<file path="src/rtl/dda_pkg.sv">
package dda_pkg;

  localparam logic signed [15:0] SCREEN_WIDTH  = 16'sd1920;
  localparam logic signed [15:0] SCREEN_HEIGHT = 16'sd1080;

  // restoring divider: one quotient bit per cycle over a 33-bit dividend
  localparam int DIV_STEPS = 33;
  localparam int DIV_CNT_W = $clog2(DIV_STEPS);

  typedef enum logic {
    KIND_LOAD    = 1'b0,
    KIND_ADVANCE = 1'b1
  } kind_e;

  typedef enum logic {
    ST_IDLE,
    ST_DIVIDE
  } state_e;

  typedef struct packed {
    logic signed [15:0] x_start;
    logic signed [15:0] y_start;
    logic signed [31:0] z_start;
    logic signed [15:0] x_end;
    logic signed [15:0] y_end;
    logic signed [31:0] z_end;
  } line_t;

  typedef struct packed {
    logic signed [15:0] pixel_x;
    logic signed [15:0] pixel_y;
    logic signed [31:0] pixel_z;
    logic [15:0]        mix_weight;
    logic               last;
  } pixel_t;

  typedef struct packed {
    logic load;
    logic div_step;
    logic emit;
  } dp_cmd_t;

  typedef struct packed {
    logic off_screen;
    logic last_step;
  } dp_sts_t;

endpackage

</file>
<file path="src/rtl/dda_in_if.sv">
interface dda_in_if;
  logic               valid;
  logic               ready;
  logic               kind;
  logic signed [15:0] x_start;
  logic signed [15:0] y_start;
  logic signed [31:0] z_start;
  logic signed [15:0] x_end;
  logic signed [15:0] y_end;
  logic signed [31:0] z_end;

  modport source (
    output valid, kind, x_start, y_start, z_start, x_end, y_end, z_end,
    input  ready
  );

  modport sink (
    input  valid, kind, x_start, y_start, z_start, x_end, y_end, z_end,
    output ready
  );
endinterface

</file>
<file path="src/rtl/dda_out_if.sv">
interface dda_out_if;
  logic               valid;
  logic               ready;
  logic signed [15:0] pixel_x;
  logic signed [15:0] pixel_y;
  logic signed [31:0] pixel_z;
  logic [15:0]        mix_weight;
  logic               last;

  modport source (
    output valid, pixel_x, pixel_y, pixel_z, mix_weight, last,
    input  ready
  );

  modport sink (
    input  valid, pixel_x, pixel_y, pixel_z, mix_weight, last,
    output ready
  );
endinterface

</file>
<file path="src/rtl/dda_dp.sv">
module dda_dp (
  input  logic             clk_i,
  input  dda_pkg::line_t   line_i,
  input  dda_pkg::dp_cmd_t cmd_i,
  output dda_pkg::dp_sts_t sts_o,
  output dda_pkg::pixel_t  pixel_o
);

  // remainder accumulator step: returns {carry, new remainder}
  function automatic logic [16:0] acc_step(logic [15:0] rem, logic [15:0] inc,
                                           logic [15:0] len);
    logic [16:0] sum;
    logic [16:0] dif;
    sum = {1'b0, rem} + {1'b0, inc};
    dif = sum - {1'b0, len};
    if (sum >= {1'b0, len}) begin
      return {1'b1, dif[15:0]};
    end
    return {1'b0, sum[15:0]};
  endfunction

  logic [16:0] dx, dy, ax, ay;
  logic [32:0] dz, az;
  logic [15:0] len_new;
  logic        off_x, off_y;

  logic [15:0] origin_x_q, origin_y_q;
  logic [31:0] origin_z_q;
  logic        neg_x_q, neg_y_q, neg_z_q;
  logic [15:0] mag_x_q, mag_y_q, len_q, step_q;
  logic [15:0] qx_q, rx_q, qy_q, ry_q;
  logic [31:0] qz_q;
  logic [15:0] rz_q, qw_q, rw_q;
  logic [32:0] divz_q, divw_q;
  logic [15:0] remz_q, remw_q;
  dda_pkg::pixel_t pix_q, pix_d;

  logic [16:0] tz, tw, tz_dif, tw_dif;
  logic        gez, gew;
  logic [16:0] nx, ny, nz, nw;

  // line setup from the endpoints
  always_comb begin
    dx = {line_i.x_end[15], line_i.x_end} - {line_i.x_start[15], line_i.x_start};
    dy = {line_i.y_end[15], line_i.y_end} - {line_i.y_start[15], line_i.y_start};
    dz = {line_i.z_end[31], line_i.z_end} - {line_i.z_start[31], line_i.z_start};
    ax = dx[16] ? (17'd0 - dx) : dx;
    ay = dy[16] ? (17'd0 - dy) : dy;
    az = dz[32] ? (33'd0 - dz) : dz;
    len_new = (ax >= ay) ? ax[15:0] : ay[15:0];
    if (len_new == 16'd0) begin
      len_new = 16'd1;
    end
    off_x = (line_i.x_start[15] && line_i.x_end[15]) ||
            (line_i.x_start >= dda_pkg::SCREEN_WIDTH &&
             line_i.x_end >= dda_pkg::SCREEN_WIDTH);
    off_y = (line_i.y_start[15] && line_i.y_end[15]) ||
            (line_i.y_start >= dda_pkg::SCREEN_HEIGHT &&
             line_i.y_end >= dda_pkg::SCREEN_HEIGHT);
  end

  // one step of both step-size divisions: |dz| / len and 65536 / len
  always_comb begin
    tz     = {remz_q, divz_q[32]};
    tw     = {remw_q, divw_q[32]};
    tz_dif = tz - {1'b0, len_q};
    tw_dif = tw - {1'b0, len_q};
    gez    = tz >= {1'b0, len_q};
    gew    = tw >= {1'b0, len_q};
  end

  // pixel of the current step and the accumulator advance
  always_comb begin
    nx = acc_step(rx_q, mag_x_q, len_q);
    ny = acc_step(ry_q, mag_y_q, len_q);
    nz = acc_step(rz_q, remz_q, len_q);
    nw = acc_step(rw_q, remw_q, len_q);
    pix_d.pixel_x    = neg_x_q ? (origin_x_q - qx_q) : (origin_x_q + qx_q);
    pix_d.pixel_y    = neg_y_q ? (origin_y_q - qy_q) : (origin_y_q + qy_q);
    // rounds up: a positive slope with a remainder takes the next integer
    pix_d.pixel_z    = neg_z_q ? (origin_z_q - qz_q)
                               : (origin_z_q + qz_q + 32'(rz_q != 16'd0));
    pix_d.mix_weight = qw_q;
    pix_d.last       = ({1'b0, step_q} + 17'd1) == {1'b0, len_q};
  end

  always_ff @(posedge clk_i) begin
    if (cmd_i.load) begin
      origin_x_q <= line_i.x_start;
      origin_y_q <= line_i.y_start;
      origin_z_q <= line_i.z_start;
      neg_x_q    <= dx[16];
      neg_y_q    <= dy[16];
      neg_z_q    <= dz[32];
      mag_x_q    <= ax[15:0];
      mag_y_q    <= ay[15:0];
      len_q      <= len_new;
      step_q     <= '0;
      qx_q       <= '0;
      rx_q       <= '0;
      qy_q       <= '0;
      ry_q       <= '0;
      qz_q       <= '0;
      rz_q       <= '0;
      qw_q       <= '0;
      rw_q       <= '0;
      divz_q     <= az;
      remz_q     <= '0;
      divw_q     <= 33'h0_0001_0000;
      remw_q     <= '0;
    end else if (cmd_i.div_step) begin
      divz_q <= {divz_q[31:0], gez};
      remz_q <= gez ? tz_dif[15:0] : tz[15:0];
      divw_q <= {divw_q[31:0], gew};
      remw_q <= gew ? tw_dif[15:0] : tw[15:0];
    end else if (cmd_i.emit) begin
      pix_q  <= pix_d;
      step_q <= step_q + 16'd1;
      qx_q   <= qx_q + 16'(nx[16]);
      rx_q   <= nx[15:0];
      qy_q   <= qy_q + 16'(ny[16]);
      ry_q   <= ny[15:0];
      qz_q   <= qz_q + divz_q[31:0] + 32'(nz[16]);
      rz_q   <= nz[15:0];
      qw_q   <= qw_q + divw_q[15:0] + 16'(nw[16]);
      rw_q   <= nw[15:0];
    end
  end

  assign sts_o.off_screen = off_x || off_y;
  assign sts_o.last_step  = pix_d.last;
  assign pixel_o          = pix_q;

endmodule

</file>
<file path="src/rtl/dda_ctrl.sv">
module dda_ctrl (
  input  logic             clk_i,
  input  logic             rst_ni,
  input  logic             in_valid_i,
  input  logic             in_kind_i,
  output logic             in_ready_o,
  output logic             out_valid_o,
  input  logic             out_ready_i,
  input  dda_pkg::dp_sts_t sts_i,
  output dda_pkg::dp_cmd_t cmd_o
);

  dda_pkg::state_e               state_q, state_d;
  logic [dda_pkg::DIV_CNT_W-1:0] cnt_q, cnt_d;
  logic                          active_q, active_d;
  logic                          out_valid_q, out_valid_d;
  logic                          in_ready;
  dda_pkg::dp_cmd_t              cmd;

  always_ff @(posedge clk_i or negedge rst_ni) begin
    if (!rst_ni) begin
      state_q     <= dda_pkg::ST_IDLE;
      cnt_q       <= '0;
      active_q    <= 1'b0;
      out_valid_q <= 1'b0;
    end else begin
      state_q     <= state_d;
      cnt_q       <= cnt_d;
      active_q    <= active_d;
      out_valid_q <= out_valid_d;
    end
  end

  always_comb begin
    state_d     = state_q;
    cnt_d       = cnt_q;
    active_d    = active_q;
    out_valid_d = out_valid_q && !out_ready_i;
    in_ready    = 1'b0;
    cmd         = '0;
    case (state_q)
      dda_pkg::ST_IDLE: begin
        // output slot free or draining this cycle
        in_ready = !out_valid_q || out_ready_i;
        if (in_valid_i && in_ready) begin
          if (in_kind_i == dda_pkg::KIND_LOAD) begin
            cmd.load = 1'b1;
            if (sts_i.off_screen) begin
              active_d = 1'b0;
            end else begin
              active_d = 1'b1;
              state_d  = dda_pkg::ST_DIVIDE;
              cnt_d    = dda_pkg::DIV_CNT_W'(dda_pkg::DIV_STEPS - 1);
            end
          end else if (active_q) begin
            cmd.emit    = 1'b1;
            out_valid_d = 1'b1;
            if (sts_i.last_step) begin
              active_d = 1'b0;
            end
          end
        end
      end
      dda_pkg::ST_DIVIDE: begin
        cmd.div_step = 1'b1;
        cnt_d        = cnt_q - dda_pkg::DIV_CNT_W'(1);
        if (cnt_q == '0) begin
          state_d = dda_pkg::ST_IDLE;
        end
      end
      default: begin
        state_d = dda_pkg::ST_IDLE;
      end
    endcase
  end

  assign in_ready_o  = in_ready;
  assign out_valid_o = out_valid_q;
  assign cmd_o       = cmd;

  a_emit_needs_line: assert property (@(posedge clk_i) disable iff (!rst_ni)
    cmd.emit |-> active_q && state_q == dda_pkg::ST_IDLE)
    else $error("pixel emitted without an active line");

  a_no_accept_in_divide: assert property (@(posedge clk_i) disable iff (!rst_ni)
    state_q == dda_pkg::ST_DIVIDE |-> !in_ready_o && !cmd.emit && !cmd.load)
    else $error("item taken while step sizes are being divided");

  a_emit_fills_output: assert property (@(posedge clk_i) disable iff (!rst_ni)
    cmd.emit |=> out_valid_o)
    else $error("emitted pixel not presented");

  a_load_starts_divide: assert property (@(posedge clk_i) disable iff (!rst_ni)
    cmd.load && !sts_i.off_screen |=> state_q == dda_pkg::ST_DIVIDE && active_q)
    else $error("on-screen line did not start setup");

  a_off_screen_idle: assert property (@(posedge clk_i) disable iff (!rst_ni)
    cmd.load && sts_i.off_screen |=> !active_q && state_q == dda_pkg::ST_IDLE)
    else $error("off-screen line left active");

endmodule

</file>
<file path="src/rtl/dda_line_rasterizer.sv">
// advance item: pixel is presented in the cycle after acceptance, one pixel per cycle
// sustained while the output side keeps taking them (single output register)
// load item: accepted, then the step sizes are divided (one quotient bit per
// cycle in two parallel restoring dividers); an off-screen load skips the division
// reset (rst_ni, async, active low) clears the controller: no line, no pixel pending
module dda_line_rasterizer (
  input logic      clk_i,
  input logic      rst_ni,
  dda_in_if.sink   line_i,
  dda_out_if.source pixel_o
);

  dda_pkg::line_t   line;
  dda_pkg::pixel_t  pix;
  dda_pkg::dp_cmd_t cmd;
  dda_pkg::dp_sts_t sts;

  assign line.x_start = line_i.x_start;
  assign line.y_start = line_i.y_start;
  assign line.z_start = line_i.z_start;
  assign line.x_end   = line_i.x_end;
  assign line.y_end   = line_i.y_end;
  assign line.z_end   = line_i.z_end;

  dda_ctrl u_ctrl (
    .clk_i       (clk_i),
    .rst_ni      (rst_ni),
    .in_valid_i  (line_i.valid),
    .in_kind_i   (line_i.kind),
    .in_ready_o  (line_i.ready),
    .out_valid_o (pixel_o.valid),
    .out_ready_i (pixel_o.ready),
    .sts_i       (sts),
    .cmd_o       (cmd)
  );

  dda_dp u_dp (
    .clk_i   (clk_i),
    .line_i  (line),
    .cmd_i   (cmd),
    .sts_o   (sts),
    .pixel_o (pix)
  );

  assign pixel_o.pixel_x    = pix.pixel_x;
  assign pixel_o.pixel_y    = pix.pixel_y;
  assign pixel_o.pixel_z    = pix.pixel_z;
  assign pixel_o.mix_weight = pix.mix_weight;
  assign pixel_o.last       = pix.last;

endmodule

</file>
<file path="src/flat_wrapper.sv">
// flat-port wrapper written by rule: the top's interface ports become plain ports
module dda_line_rasterizer_flat 
  (clk_i, rst_ni, line_i_valid, line_i_kind, line_i_x_start, line_i_y_start, line_i_z_start, line_i_x_end, line_i_y_end, line_i_z_end, line_i_ready, pixel_o_valid, pixel_o_pixel_x, pixel_o_pixel_y, pixel_o_pixel_z, pixel_o_mix_weight, pixel_o_last, pixel_o_ready);
  dda_in_if line_i_i ();
  dda_out_if pixel_o_i ();
  input logic clk_i;
  input logic rst_ni;
  input wire logic [$bits(line_i_i.valid)-1:0] line_i_valid;
  input wire logic [$bits(line_i_i.kind)-1:0] line_i_kind;
  input wire logic [$bits(line_i_i.x_start)-1:0] line_i_x_start;
  input wire logic [$bits(line_i_i.y_start)-1:0] line_i_y_start;
  input wire logic [$bits(line_i_i.z_start)-1:0] line_i_z_start;
  input wire logic [$bits(line_i_i.x_end)-1:0] line_i_x_end;
  input wire logic [$bits(line_i_i.y_end)-1:0] line_i_y_end;
  input wire logic [$bits(line_i_i.z_end)-1:0] line_i_z_end;
  output wire logic [$bits(line_i_i.ready)-1:0] line_i_ready;
  output wire logic [$bits(pixel_o_i.valid)-1:0] pixel_o_valid;
  output wire logic [$bits(pixel_o_i.pixel_x)-1:0] pixel_o_pixel_x;
  output wire logic [$bits(pixel_o_i.pixel_y)-1:0] pixel_o_pixel_y;
  output wire logic [$bits(pixel_o_i.pixel_z)-1:0] pixel_o_pixel_z;
  output wire logic [$bits(pixel_o_i.mix_weight)-1:0] pixel_o_mix_weight;
  output wire logic [$bits(pixel_o_i.last)-1:0] pixel_o_last;
  input wire logic [$bits(pixel_o_i.ready)-1:0] pixel_o_ready;
  assign line_i_i.valid = line_i_valid;
  assign line_i_i.kind = line_i_kind;
  assign line_i_i.x_start = line_i_x_start;
  assign line_i_i.y_start = line_i_y_start;
  assign line_i_i.z_start = line_i_z_start;
  assign line_i_i.x_end = line_i_x_end;
  assign line_i_i.y_end = line_i_y_end;
  assign line_i_i.z_end = line_i_z_end;
  assign line_i_ready = line_i_i.ready;
  assign pixel_o_valid = pixel_o_i.valid;
  assign pixel_o_pixel_x = pixel_o_i.pixel_x;
  assign pixel_o_pixel_y = pixel_o_i.pixel_y;
  assign pixel_o_pixel_z = pixel_o_i.pixel_z;
  assign pixel_o_mix_weight = pixel_o_i.mix_weight;
  assign pixel_o_last = pixel_o_i.last;
  assign pixel_o_i.ready = pixel_o_ready;
  dda_line_rasterizer u_core (.clk_i(clk_i), .rst_ni(rst_ni), .line_i(line_i_i), .pixel_o(pixel_o_i));
endmodule
</file>
<file path="config.mk">
export PLATFORM = sky130hd
export DESIGN_NAME = dda_line_rasterizer_flat
export DESIGN_NICKNAME = d
export VERILOG_FILES = /design/src/rtl/dda_pkg.sv /design/src/rtl/dda_in_if.sv /design/src/rtl/dda_out_if.sv /design/src/rtl/dda_dp.sv /design/src/rtl/dda_ctrl.sv /design/src/rtl/dda_line_rasterizer.sv /design/src/flat_wrapper.sv
export SDC_FILE = /design/constraint.sdc
export NUM_CORES = 2
export LEC_CHECK = 0
export ABC_AREA = 1
export ABC_CLOCK_PERIOD_IN_PS = 13100
export BUFFER_PORTS_ARGS = -buffer_cell sky130_fd_sc_hd__buf_2
export CORE_MARGIN = 2
export CORE_UTILIZATION = 45
export CTS_BUF_LIST = sky130_fd_sc_hd__clkbuf_4
export CTS_CLUSTER_SIZE = 25
export DETAILED_ROUTE_END_ITERATION = 10
export GPL_TIMING_DRIVEN = 0
export PLACE_DENSITY = 0.67
export SLEW_MARGIN = 20
export SYNTH_ARGS = -nofsm -noshare
export SYNTH_HDL_FRONTEND = slang
export SYNTH_SLANG_ARGS = --single-unit
export TNS_END_PERCENT = 10
</file>
<file path="constraint.sdc">
create_clock -name clk_i -period 13.1 [get_ports clk_i]
set_input_delay 0.655 -clock clk_i [delete_from_list [all_inputs] [get_ports clk_i]]
set_output_delay 0.655 -clock clk_i [all_outputs]
set_load 0.01 [all_outputs]
</file>
==> out/results.tsv <==
metric	value	unit
minimum clock period after layout	7222	ps
DR WL met3	8670	um
GRT Residual Overflow	0	
DP HPWL	93300	um
wire per inst	17.74	um
Least-Margin Pin Slew	1061	ps
H-tree levels	4	
TritonCTS Buffers	135	
slowest stage cell on the critical path	o31ai_1	
Placeable Area	0.08224	mm2
global-route wire length before repair	184000	um
CTS tree	yes	
Total Nets Final	6062	
Initial Util	45.51	%
boundary pin count	216	
maximum clock insertion buffer count	3	
Filler cells	8136	
Synth top area share	18.37	%
P per Cell Area	132.5	mW/mm2
clk_skew	89.32	ps
CTS resizes	0	
CP dominant cell by count	nand2_1	
routed wl met2	54040	um
pin count of the biggest net entering global routing	51	
Top FF cell, synth	edfxtp_1	
post-synthesis cell type count	60	
Post-Syn Area per Cell	7.348	um2
Synthesized Nets	5636	
All-Layer GR Usage	27.33	%
I/O Buffers	215	
synthesized area	0.03743	mm2
Multi-input gate area	0.02258	mm2
Die Y	292.4	um
sequential fraction of the synthesis area	31.01	%
flops & latches, synth	463	
FF+latch area	0.01161	mm2
Max-Cap Viols	0	
vias per cell	5.387	
worst IR drop on VDD	0.00009466	V
# clock sinks	463	
RSZ-0062 raised after global routing	no	
post-route ant nets	0	
DRC Markers	0	
EDFF count, synth	229	
Synth area leader	edfxtp_1	
status	finished, final reports clean	
CTS Root Cell	clkbuf_4	
Clk pin slew, worst setup/hold paths	70	ps
min-delay worst type	in2reg	
leakage power	20.39	nW
met1 wire length	52180	um
Fin. Hold Viols	0	
setup violators final	0	
CP Data Required Time	13970	ps
placed cell areas	0.04000	mm2
share of cells above drive strength 1	9.135	%
Max Clock Freq	138.5	MHz
Max-slew headroom	29.27	%
part of the cycle the worst path needs	55.13	%
vias in the first global route	34280	
total iterations of the first detailed-routing run	6	
CP max FO	10	
hold slack	103.5	ps
YS warnings	0	
Final Max Tran Viols	0	
Fin Setup TNS	0	ps
worst skew pair latency	1050	ps
crit path kind	reg2reg	
CP endpoint kind	flip-flop	
row count	105	
die area	0.08551	mm2
Post-CTS Setup Bufs	0	
final WL	119000	um
Vias	36110	
Post-synth ARST share	1.944	%
ranking of synthesized cells by area	edfxtp_1, ha_1, dfxtp_1, nand2_1, a21oi_1	
P&R area growth vs syn	13.47	%
Max Used Layer	met5	
gpl congestion	1.026	
DR iter-0 viols	2619	
Synth Instances	5094	
initial antenna violation count	5	
Die Width	292.4	um
Final Power	0.005626	W
Final Instance Area	0.04247	mm2
CP arrival	8090	ps
CP Launch Type	flip-flop	
Critical Path Max Stage Delay	560	ps
==> flip-flops by register name, indices dropped and copies added, names as in the netlist, 6 cells and up <==
name                    flops
u_core.u_ctrl.cnt_q         6
u_core.u_dp.divw_q         33
u_core.u_dp.divz_q         33
u_core.u_dp.len_q          16
u_core.u_dp.mag_x_q        16
u_core.u_dp.mag_y_q        16
u_core.u_dp.origin_x_q     16
u_core.u_dp.origin_y_q     16
u_core.u_dp.origin_z_q     32
u_core.u_dp.pixel_o        81
u_core.u_dp.qw_q           16
u_core.u_dp.qx_q           16
u_core.u_dp.qy_q           16
u_core.u_dp.qz_q           32
u_core.u_dp.remw_q         16
u_core.u_dp.remz_q         16
u_core.u_dp.rw_q           16
u_core.u_dp.rx_q           16
u_core.u_dp.ry_q           16
u_core.u_dp.rz_q           16
u_core.u_dp.step_q         16
==> cells in the mapped netlist, types with 17 or more instances <==
library cell / count
a21o_1: 20
a21oi_1: 592
a22oi_1: 32
a31oi_1: 18
clkbuf_1: 93
dfxtp_1: 225
edfxtp_1: 229
fa_1: 21
ha_1: 388
inv_1: 725
nand2_1: 1008
nand2_2: 17
nand3_1: 229
nand4_1: 72
nor2_1: 371
nor3_1: 68
nor4_1: 32
o211ai_1: 17
o21ai_0: 350
o21bai_1: 19
xnor2_1: 92
xor2_1: 260
==> worst paths after layout <==
kind                                              from                     end  slack, ps  cells after the start
worst max-delay path             u_core.u_dp.remw_q[0]    u_core.u_dp.qw_q[14]       5880                     39
worst min-delay path                      line_i_valid  u_core.u_ctrl.active_q        100                      4
worst min register to register  u_core.u_dp.divw_q[26]  u_core.u_dp.divw_q[27]        460                      2
max in group asynchronous                       rst_ni  u_core.u_ctrl.cnt_q[3]      11570                      4
min in group asynchronous                       rst_ni  u_core.u_ctrl.active_q        620                      3
worst max register to register   u_core.u_dp.remw_q[0]    u_core.u_dp.qw_q[14]       5880                     39
==> worst max-delay path, delay by kind of cell, from the launching register on <==
kind	cells	cell delay (ps)
compound gates	14	2770
buf+inv	5	550
xor+xnor	2	240
fa+ha+maj	5	1830
flops	1	420
simple gates	13	1200
==> cell usage in the layout, fill, tap and decap left out, types with 90 or more instances in the layout <==
| master | synthesis | final |
|---|---|---|
| nand2_1 | 1008 | 1008 |
| inv_1 | 725 | 725 |
| a21oi_1 | 592 | 592 |
| ha_1 | 388 | 388 |
| nor2_1 | 371 | 371 |
| o21ai_0 | 350 | 350 |
| xor2_1 | 260 | 260 |
| nand3_1 | 229 | 229 |
| edfxtp_1 | 229 | 229 |
| buf_2 | 10 | 226 |
| dfxtp_1 | 225 | 225 |
| clkbuf_4 | 0 | 195 |
| xnor2_1 | 92 | 92 |
| clkbuf_1 | 93 | 90 |
==> timing repair <==
item / 4_1_cts / 5_1_grt
endpoints found under the hold margin: 74 / 0
hold buffers: 68 / 0
endpoints found under the setup margin: 0 / 0
==> cell type report <==
cell class              count  area share [%]
diodes                      7         0.04124
well taps                1070           3.152
multi-input cells        3773           53.15
clock buffers             193           3.411
flip-flops and latches    463           27.32
repair buffers            289           4.454
clock inverters            51          0.7718
plain buffers             121           1.178
inverters                 737           6.516
==> stage by stage <==
step	util (%)	cells	setup WS, ps
2_1_floorplan	-	5094	7181
3_3_place_gp	48.45	6379	5144
3_5_place_dp	48.64	6385	6115
4_1_cts	51.62	6697	5979
5_1_grt	51.65	6704	5445
6_report	51.65	6704	5878
==> where the power goes <==
group / switching (W) / internal (W)
Clock: 0.000694 / 0.000746
Combinational: 0.00146 / 0.000880
Sequential: 0.000144 / 0.00171
==> kinds of logic (layout without fill, tap and decap cells) <==
| kind of cell | count (synthesis) | count (layout) | share of synthesized area (%) |
|---|---|---|---|
| other cells | 0 | 7 | 0 |
| fa+ha+maj | 409 | 409 | 14.09 |
| simple gates | 1851 | 1851 | 20.85 |
| compound gates | 1156 | 1156 | 16.96 |
| mux | 4 | 4 | 0.1070 |
| buf+inv | 858 | 1391 | 8.701 |
| xor+xnor | 353 | 353 | 8.280 |
| flops | 463 | 463 | 31.01 |
==> per-layer routing <==
layer	vias to the layer above	GRT usage [%]
met5	-	0
li1	18070	-
met2	1217	44.91
met1	16580	35.83
met3	249	4.727
met4	2	10.42
No activity file was read; power rests on OpenSTA's default activity.
